<file path="config.mk">
export PLATFORM = sky130hd
export DESIGN_NAME = bpe_ram
export DESIGN_NICKNAME = d
export VERILOG_FILES = /design/src/bpe_ram.sv
export SDC_FILE = /design/constraint.sdc
export NUM_CORES = 1
export LEC_CHECK = 0
export ABC_AREA = 0
export BUFFER_PORTS_ARGS = -buffer_cell sky130_fd_sc_hd__clkbuf_2
export CORE_AREA = 2 2 214 216
export CTS_BUF_LIST = sky130_fd_sc_hd__clkbuf_8 sky130_fd_sc_hd__clkbuf_16
export DETAILED_ROUTE_END_ITERATION = 12
export DIE_AREA = 0 0 216 218
export PLACE_DENSITY = 0.58
export SLEW_MARGIN = 20
export SYNTH_ARGS = -nofsm -noshare
export SYNTH_HDL_FRONTEND = slang
export SYNTH_SLANG_ARGS = --single-unit
</file>
<file path="constraint.sdc">
create_clock -name clk -period 7.9 [get_ports clk]
set_input_delay 1.58 -clock clk [delete_from_list [all_inputs] [get_ports clk]]
set_output_delay 1.58 -clock clk [all_outputs]
set_load 0.005 [all_outputs]
</file>
<file path="src/bpe_ram.sv">
`timescale 1ns / 1ps
`default_nettype none
// ----------------------------------------------------------------------------
// bpe_ram
// Generic simple dual-port RAM, one write port, one read port with
// registered read data.
// ----------------------------------------------------------------------------
module bpe_ram #(
  parameter int WIDTH = 32,
  parameter int DEPTH = 16
) (
  input  wire logic                     clk,
  input  wire logic                     wr_en,
  input  wire logic [$clog2(DEPTH)-1:0] wr_addr,
  input  wire logic [WIDTH-1:0]         wr_data,
  input  wire logic [$clog2(DEPTH)-1:0] rd_addr,
  output logic      [WIDTH-1:0]         rd_data
);

  logic [WIDTH-1:0] mem [DEPTH];

  always_ff @(posedge clk) begin
    if (wr_en) begin
      mem[wr_addr] <= wr_data;
    end
    rd_data <= mem[rd_addr];
  end

endmodule
`default_nettype wire

</file>
==> Word-level counts from Yosys, hierarchy flattened <==
Memory sizes are Yosys's and may differ from the RTL's. A register that Yosys moved wholly into a read port is not among the register bits.
Cells that the tools add are included.
{ "totals": {"input_bits": 42, "register_bits": 0, "elab_cells": 3, "out_inout_bits": 32, "ram_bits": 512, "mem_count": 1} }
{ "op_classes": {"mux": 2} }
{ "memory_table": {"columns": ["memory", "depth", "word_bits", "read_ports", "rd_clocked_by_memory_dff", "wr", "line_no", "rtl"], "rows": [
  ["mem", 16, 32, 1, 1, 1, "20", "logic [WIDTH-1:0] mem [DEPTH];"]
]} }
{ "op_table": {"columns": ["cell", "n"], "rows": [
  ["2-to-1 mux 1 bit", 2]
]} }

==> Longest topological paths before layout <==
Gate-level depths: netlist (run 1).
{ "depth": {"depth_word": 2, "depth_mapped": 5, "ltp_nobuf": 3} }

==> Worst setup path after synthesis (run 1) <==
No wires, ideal clock.
{ "synth_timing": {"path_kind": "input to register", "from": "in wr_addr[2]", "to": "mem mem[0][0] (enable)", "path_slack_ps": 3140, "t_arrival_ps": 4298, "stages": 2, "required_ps": 7439, "n_path_buf": 0, "setup_time_ps": 461, "cell_sequence": "or3b_2 > nor3_1"} }
{ "synth_rtl": {"columns": ["item", "line_no", "rtl"], "rows": [
  ["start, declared", "14", "input wire logic [$clog2(DEPTH)-1:0] wr_addr,"],
  ["end, declared", "20", null]
]} }
No word-level cell before the write port.

==> impl_metrics.env, run 1 <==
export IMPL_cts_tree="yes"
export IMPL_yosysTopAreaCell="edfxtp_1"
export IMPL_syn_nets=880
export IMPL_area_growth_synth_to_final_pct=14.7
export IMPL_track_usage_pct=18.0
export IMPL_grt_pass1_vias=9326
export IMPL_dieHeight_um=218
export IMPL_worst_pin_slew_ns=0.922
export IMPL_firstDrtPassIters=5
export IMPL_final_setup_tns_ns=0
export IMPL_required_ns=8.36
export IMPL_fp_dieW_um=216
export IMPL_place_area_sq_um=21100
export IMPL_seq_area_sq_um=16000
export IMPL_hold_viol=0
export IMPL_busiest_layer="met2"
export IMPL_globalplace_congestion=0.716
export IMPL_drt_total_wl_um=41500
export IMPL_ioPinCount=74
export IMPL_nets=989
export IMPL_num_rows=78
export IMPL_ys_top_cells_by_area="edfxtp_1, mux4_2, dfxtp_1"
export IMPL_numClockSinks=544
export IMPL_fin_crit_ns=3.42
export IMPL_critPathKind="input port to register"
export IMPL_setup_viol=0
export IMPL_relSlewSlack_pct=38.5
export IMPL_clk_path_buf_depth=3
export IMPL_power_density_nw_per_um2=261
export IMPL_synth_seq_cells=544
export IMPL_synth_common_cells="edfxtp_1, mux4_2, a22oi_1"
export IMPL_rrSetupSlack_ns=6.58
export IMPL_rsz0062_at_grt="false"
export IMPL_ant_nets=0
export IMPL_vias=8959
export IMPL_clk_latency_ns=0.59
export IMPL_async_flop_share_pct=0
export IMPL_cap_viol_max_count=0
export IMPL_wl_per_cell_um=26.1
export IMPL_grtUsageMet1_pct=26.9
export IMPL_cts_root_buf="clkbuf_16"
export IMPL_synth_most_common_cell="edfxtp_1"
export IMPL_grt_use_met2_pct=27.7
export IMPL_yosysWarnings=0
export IMPL_grt_overflow_total=0
export IMPL_initial_utilization_pct=44.2
export IMPL_first_iter_violations=964
export IMPL_total_power_uw=5940
export IMPL_fin_crit_sh_pct=43.2
export IMPL_synth_cell_types=18
export IMPL_hold_path_class="register to register"
export IMPL_synth_top_area_share_pct=77.4
export IMPL_cp_max_fo=56
export IMPL_worstPathArrival_ns=3.88
export IMPL_fillers=3523
export IMPL_final_area_sq_um=22800
export IMPL_grt_pass1_wl_um=61300
export IMPL_cp_end_kind="register"
export IMPL_leakage_uw=0.00735
export IMPL_post_cts_resized=0
export IMPL_htreeDepth=2
export IMPL_crit_path_max_incr_delay_ns=0.81
export IMPL_drc_errors=0
export IMPL_routed_via_density=5.63
export IMPL_syn_area_per_cell_sq_um=23.7
export IMPL_synthFlopType="edfxtp_1"
export IMPL_holdBufCountCts=0
export IMPL_antenna_found_initial=2
export IMPL_clk_pin_slew_worst_paths_ns=0.06
export IMPL_utilization_pct=50.7
export IMPL_numCtsBuffers=54
export IMPL_finClkSkew_ns=0.0150
export IMPL_status="complete, no violations"
export IMPL_cp_slowest_cell="buf_4"
export IMPL_numPortBuffers=73
export IMPL_netlist_area_sq_um=19900
export IMPL_cts_setup_buffers=0
export IMPL_ir_drop_mv=0.184
export IMPL_yosysSeqAreaShare_pct=80.7
export IMPL_slew_violations=0
export IMPL_dp_hpwl_um=19600
export IMPL_drive_gt1_share_pct=32.2
export IMPL_grt_max_degree=70
export IMPL_crit_chain="clkbuf_8 > buf_4 > mux4_2 > a22oi_1 > nand2_1"
export IMPL_fmax_mhz=293
export IMPL_synth_edff_count=512
export IMPL_multi_input_area_sq_um=3750
export IMPL_met3_usage_pct=2.86
export IMPL_syn_inst=838
export IMPL_start_kind="input port"
export IMPL_core_sq_um=44900
export IMPL_dieArea_sq_um=47100
## registers in the layout (all words and copies together) (netlist names)
register and count:
mem 512, rd_data 32
## layer usage
| layer | wire length (um) | vias up |
|---|---|---|
| met5 | 0 | - |
| met2 | 19200 | 248 |
| li1 | - | 3792 |
| met3 | 2320 | 61 |
| met4 | 853 | 0 |
| met1 | 19100 | 4858 |
## worst max-delay path, delay by kind of cell
| family | cells | cell delay, ns |
|---|---|---|
| buf+inv | 2 | 1.36 |
| mux | 1 | 0.59 |
| compound gates | 1 | 0.21 |
| simple gates | 1 | 0.08 |
## logic make-up (layout without fill, tap and decap cells)
| family | after synthesis | count (layout) | synth area share, % |
|---|---|---|---|
| compound gates | 64 | 64 | 2.42 |
| buf+inv | 43 | 194 | 1.12 |
| flops | 544 | 544 | 80.7 |
| mux | 128 | 128 | 14.5 |
| other cells | 0 | 2 | 0 |
| simple gates | 59 | 59 | 1.27 |
## cell type report
class / instances / area share, %
clock buffers: 62 / 6.57
well taps: 600 / 3.30
clock inverters: 36 / 0.896
diodes: 2 / 0.0220
multi-input cells: 251 / 16.5
repair buffers: 96 / 2.43
flip-flops and latches: 544 / 70.3
## worst paths after layout
kind / start / endpoint / cells past startpoint
hold / removal: mem[14][2] / rd_data[2] / 3
hold reg to reg: mem[14][2] / rd_data[2] / 3
setup reg to reg: mem[11][0] / rd_data[0] / 3
setup / recovery: rd_addr[0] / rd_data[9] / 5
## power breakdown
| part | leakage (uW) | internal [uW] | switching, uW |
|---|---|---|---|
| logic | 0.00156 | 112 | 158 |
| registers | 0.00489 | 3230 | 20.2 |
| clock network | 0.000894 | 1400 | 1020 |
| total | 0.00735 | 4740 | 1200 |
## metrics by stage
stage	cells	worst slack (ns)	hold slack, ns
after floorplan	838	3.14	0.635
after global placement	1491	3.79	0.649
after detailed placement	1491	3.77	0.652
after CTS	1589	4.40	0.664
after global routing	1589	4.19	0.687
final	1591	4.48	0.664
## layout by cell type, fill, tap and decap left out, types with 7 or more instances in the layout
cell type	n
a22oi_1	64
buf_4	23
clkbuf_16	57
clkbuf_2	71
clkinv_1	9
clkinv_2	7
dfxtp_1	32
edfxtp_1	512
inv_1	16
mux4_2	128
nand2_1	33
nor2_4	13
No activity file was read; power rests on OpenSTA's default activity.
==> run 2: changes to the inputs <==
ABC_AREA = 1   (was 0)
CORE_AREA = 2 2 228 230   (was 2 2 214 216)
DIE_AREA = 0 0 230 232   (was 0 0 216 218)
PLACE_DENSITY = 0.61   (was 0.58)
clock period = 2.93 ns   (was 7.9 ns; I/O delays follow)
==> run 2 against run 1 <==
Combinational power rose to 3.7 times the previous value; global-route usage up 1.8 points; setup slack worse by 3.3 ns; cell count up 83%; clock power rose to 2.9 times the previous value.
==> impl_metrics.env, run 2 <==
export IMPL_status="complete, no violations"
export IMPL_fp_dieW_um=230
export IMPL_routed_via_density=4.89
export IMPL_whs_ns=0.414
export IMPL_swShare_pct=21.9
export IMPL_first_iter_violations=982
export IMPL_layout_commonest_cell="nand2_1"
export IMPL_required_ns=2.34
export IMPL_syn_nets=2162
export IMPL_fmax_mhz=582
export IMPL_wl_met2_um=25800
export IMPL_final_area_sq_um=25700
export IMPL_fin_crit_sh_pct=58.6
export IMPL_htreeDepth=2
export IMPL_netlist_area_sq_um=22700
export IMPL_syn_area_per_cell_sq_um=10.7
export IMPL_rsz0062_at_grt="false"
export IMPL_cp_max_fo=1
export IMPL_drc_errors=0
export IMPL_fillers=4510
export IMPL_drt_total_wl_um=52000
export IMPL_slew_violations=0
export IMPL_largest_reg_flops=512
export IMPL_yosysSeqAreaShare_pct=70.5
export IMPL_power_density_nw_per_um2=655
export IMPL_cts_root_buf="clkbuf_16"
export IMPL_rrSetupSlack_ns=1.85
export IMPL_numClockSinks=544
export IMPL_highest_layer="met5"
export IMPL_firstDrtPassIters=6
export IMPL_grt_pass1_vias=14000
export IMPL_cap_viol_max_count=0
export IMPL_globalplace_congestion=0.790
export IMPL_cp_slowest_cell="dfxtp_1"
export IMPL_dieArea_sq_um=53400
export IMPL_dp_hpwl_um=30000
export IMPL_ir_drop_mv=0.498
export IMPL_nets=2229
export IMPL_holdBufCountCts=0
export IMPL_synthFlopType="edfxtp_1"
export IMPL_numPortBuffers=73
export IMPL_total_power_uw=16800
export IMPL_initial_utilization_pct=44.7
export IMPL_utilization_pct=50.6
export IMPL_area_growth_synth_to_final_pct=13.2
export IMPL_leakage_uw=0.0110
export IMPL_pwr_share_seq_pct=52.0
export IMPL_dr_wl_met3_um=2570
export IMPL_synth_most_common_cell="nand2_1"
export IMPL_final_cell_mix="nand2_1, edfxtp_1, inv_1, nand3_1, clkbuf_2"
export IMPL_synth_edff_count=512
export IMPL_final_setup_tns_ns=0
export IMPL_ant_nets=0
export IMPL_worstPathArrival_ns=1.13
export IMPL_post_cts_resized=0
export IMPL_place_area_sq_um=23900
export IMPL_clk_latency_ns=0.60
export IMPL_antenna_found_initial=3
export IMPL_numCtsBuffers=56
export IMPL_crit_path_max_incr_delay_ns=0.39
export IMPL_wl_met1_um=22300
export IMPL_cp_num_buf_inv=1
export IMPL_track_usage_pct=19.8
export IMPL_clk_pin_slew_worst_paths_ns=0.06
export IMPL_critPathTopFamily="flip-flops"
export IMPL_start_kind="register"
export IMPL_clk_path_buf_depth=3
export IMPL_worst_pin_slew_ns=0.723
export IMPL_finClkSkew_ns=0.00886
export IMPL_yosysWarnings=0
export IMPL_internal_power_uw=13100
export IMPL_hold_path_class="input port to register"
export IMPL_relSlewSlack_pct=51.7
export IMPL_reg_top3="mem x512, rd_data x32"
export IMPL_synth_cell_types=15
export IMPL_grt_max_degree=105
export IMPL_fin_crit_ns=1.72
export IMPL_synth_common_cells="nand2_1, edfxtp_1, inv_1"
export IMPL_hold_viol=0
export IMPL_dieHeight_um=232
export IMPL_setup_viol=0
export IMPL_vias=14300
export IMPL_num_rows=83
export IMPL_ys_top_cells_by_area="edfxtp_1, nand2_1, nand3_1"
export IMPL_top_register="mem"
export IMPL_combPwrFrac_pct=5.9
export IMPL_cts_tree="yes"
export IMPL_core_sq_um=50900
export IMPL_synth_top_area_share_pct=67.6
export IMPL_drive_gt1_share_pct=9.89
export IMPL_grt_pass1_wl_um=81200
export IMPL_grt_overflow_total=0
export IMPL_crit_chain="clkbuf_2"
export IMPL_yosysTopAreaCell="edfxtp_1"
export IMPL_ioPinCount=74
export IMPL_synth_seq_cells=544
export IMPL_cp_end_kind="primary output"
export IMPL_wl_per_cell_um=17.8
export IMPL_critPathKind="register to primary output"
export IMPL_netSwitchingPower_uw=3690
export IMPL_clkPwrFrac_pct=42.1
export IMPL_async_flop_share_pct=0
export IMPL_cts_setup_buffers=0
export IMPL_syn_inst=2120
==> run 2: per-stage QoR <==
stage / std cells / setup WS [ns]
2_1_floorplan: 2120 / 0.351
3_3_place_gp: 2809 / 0.648
3_5_place_dp: 2809 / 0.608
4_1_cts: 2914 / 1.14
5_1_grt: 2914 / 1.16
6_report: 2916 / 1.21
==> run 2: layout make-up <==
type,count,area [sq um],area share [%]
clock inverters,40,319,1.24
well taps,680,851,3.31
flip-flops and latches,544,16000,62.3
repair buffers,114,860,3.34
multi-input cells,1081,4670,18.1
inverters,390,1470,5.72
clock buffers,65,1540,5.97
diodes,2,5.00,0.0195
==> run 2: worst paths after layout <==
| check | from | endpoint | depth (start not counted) |
|---|---|---|---|
| max | rd_data[29] | rd_data[29] | 1 |
| min | wr_data[4] | mem[3][4] | 1 |
| max reg2reg | mem[9][20] | rd_data[20] | 6 |
| min reg2reg | mem[4][16] | rd_data[16] | 6 |
==> run 2: power groups by stage <==
stage | clock [uW] | sequential (uW) | combinational, uW
2_1_floorplan | 0 | 8910 | 593
3_3_place_gp | 0 | 8920 | 1000
3_5_place_dp | 0 | 8920 | 1010
4_1_cts | 7210 | 8760 | 1010
5_1_grt | 7490 | 8770 | 1120
6_report | 7090 | 8750 | 998
==> run 2: cells by family after synthesis <==
logic type	after synthesis	share of synthesized area [%]
and+or+nand+nor	1081	20.0
buffers and inverters	495	9.54
DFF	544	70.5
==> run 2: metal layers <==
metal  up-vias  track usage, %
met5         -               0
li1       6970               -
met4         2            6.61
met1      6870            25.5
met2       323            34.3
met3        92            3.14
==> run 3: changes to the inputs <==
PLACE_DENSITY = 0.59   (was 0.61)
clock period = 1.8 ns   (was 2.93 ns; I/O delays follow)
==> run 3 against run 2 <==
Non-clock buffer count rose by 25; combinational power grew 72%; setup slack got worse by 0.93 ns; clock skew is 0.0057 ns higher; worst hold slack got worse by 0.25 ns; critical endpoint is now rd_data[17]; sequential power grew 62%; core utilization grew 1.2 points.
==> impl_metrics.env, run 3 (synthesized netlist as in run 2, its figures left out) <==
export IMPL_area_growth_synth_to_final_pct=15.8
export IMPL_post_cts_resized=0
export IMPL_leakage_uw=0.0113
export IMPL_nets=2256
export IMPL_fillers=4480
export IMPL_ir_drop_mv=0.740
export IMPL_grt_max_degree=69
export IMPL_fp_dieW_um=230
export IMPL_grt_overflow_total=0
export IMPL_globalplace_congestion=0.769
export IMPL_htreeDepth=2
export IMPL_rsz0062_at_grt="false"
export IMPL_numPortBuffers=73
export IMPL_vias=14600
export IMPL_dieHeight_um=232
export IMPL_routed_via_density=4.97
export IMPL_final_cell_mix="nand2_1, edfxtp_1, inv_1, nand3_1, clkbuf_2"
export IMPL_crit_chain="clkbuf_2"
export IMPL_cp_slowest_cell="dfxtp_1"
export IMPL_worstPathArrival_ns=1.16
export IMPL_cp_num_buf_inv=1
export IMPL_multi_input_area_sq_um=4670
export IMPL_core_sq_um=50900
export IMPL_whs_ns=0.166
export IMPL_dieArea_sq_um=53400
export IMPL_grt_pass1_vias=14000
export IMPL_numCtsBuffers=58
export IMPL_track_usage_pct=20.3
export IMPL_initial_utilization_pct=44.7
export IMPL_layout_commonest_cell="nand2_1"
export IMPL_fin_crit_ns=1.52
export IMPL_power_density_nw_per_um2=1050
export IMPL_busiest_layer="met2"
export IMPL_ioPinCount=74
export IMPL_cts_tree="yes"
export IMPL_dp_slack_ns=0.0965
export IMPL_firstDrtPassIters=8
export IMPL_num_rows=83
export IMPL_seq_area_sq_um=16000
export IMPL_relSlewSlack_pct=68.0
export IMPL_clk_path_buf_depth=3
export IMPL_cap_viol_max_count=0
export IMPL_met3_usage_pct=2.43
export IMPL_cp_max_fo=1
export IMPL_grtUsageMet1_pct=28.0
export IMPL_hold_path_class="input port to register"
export IMPL_required_ns=1.44
export IMPL_critPathKind="register to primary output"
export IMPL_worst_pin_slew_ns=0.479
export IMPL_ant_nets=0
export IMPL_grt_pass1_wl_um=82600
export IMPL_final_area_sq_um=26300
export IMPL_layout_setup_ws_ns=0.285
export IMPL_slew_violations=0
export IMPL_top_register="mem"
export IMPL_dp_hpwl_um=30200
export IMPL_cts_setup_buffers=0
export IMPL_holdBufCountCts=0
export IMPL_clk_pin_slew_worst_paths_ns=0.06
export IMPL_finClkSkew_ns=0.0146
export IMPL_largest_reg_flops=512
export IMPL_clk_latency_ns=0.61
export IMPL_antenna_found_initial=0
export IMPL_drt_total_wl_um=53500
export IMPL_grt_use_met2_pct=33.9
export IMPL_numClockSinks=544
export IMPL_cp_end_kind="primary output"
export IMPL_first_iter_violations=1082
export IMPL_start_kind="register"
export IMPL_fin_crit_sh_pct=84.2
export IMPL_drc_errors=0
export IMPL_critPathTopFamily="flip-flops"
export IMPL_setup_viol=0
export IMPL_place_area_sq_um=24400
export IMPL_final_setup_tns_ns=0
export IMPL_diodes=0
export IMPL_crit_path_max_incr_delay_ns=0.41
export IMPL_hold_viol=0
export IMPL_wl_per_cell_um=18.2
export IMPL_cts_root_buf="clkbuf_16"
export IMPL_fmax_mhz=660
export IMPL_status="complete, no violations"
export IMPL_reg_top3="mem x512, rd_data x32"
export IMPL_drive_gt1_share_pct=10.9
run 3: cell count changes in the layout (fill, tap and decap cells not counted), moves of 3 or more:
cell / change
buf_12: +27
clkbuf_8: +3
clkinv_2: -4
inv_1: +6
inv_6: -3
run 3: power by group:
group	internal, uW	switching, uW	total, uW
registers	14200	83.6	14200
logic	543	1170	1720
clock network	6960	4810	11800
run 3: routing by layer:
layer	routed length [um]	vias up
li1	-	7041
met1	23400	7041
met2	26000	447
met3	2890	91
met4	1220	0
met5	0	-
run 3: worst register-to-register path, cell delays in order (launching register included):
cell	delay, ns
edfxtp_1	0.39
inv_1	0.10
nand2_1	0.06
nand3_1	0.09
nand3_1	0.11
nand3_1	0.11
nand2_1	0.07
run 3: final timing paths:
kind / from / to / slack (ns) / cells after the start
setup / recovery: rd_data[17] / rd_data[17] / 0.28 / 1
hold / removal: wr_data[17] / mem[7][17] / 0.17 / 1
setup reg to reg: mem[3][24] / rd_data[24] / 0.76 / 6
hold reg to reg: mem[10][17] / rd_data[17] / 0.66 / 6
run 3: per-stage QoR:
stage	instances	utilization, %	total power [uW]
2_1_floorplan	2120	-	15500
3_3_place_gp	2834	47.9	16200
3_5_place_dp	2834	47.9	16200
4_1_cts	2943	51.7	28000
5_1_grt	2943	51.7	28600
6_report	2943	51.7	27700
run 3: area by class of cell:
cell class / instances / area share [%]
Inverter: 390 / 5.60
Multi-Input combinational cell: 1081 / 17.7
Clock inverter: 39 / 1.15
Clock buffer: 70 / 6.18
Timing Repair Buffer: 139 / 5.26
Tap cell: 680 / 3.23
Sequential cell: 544 / 60.8
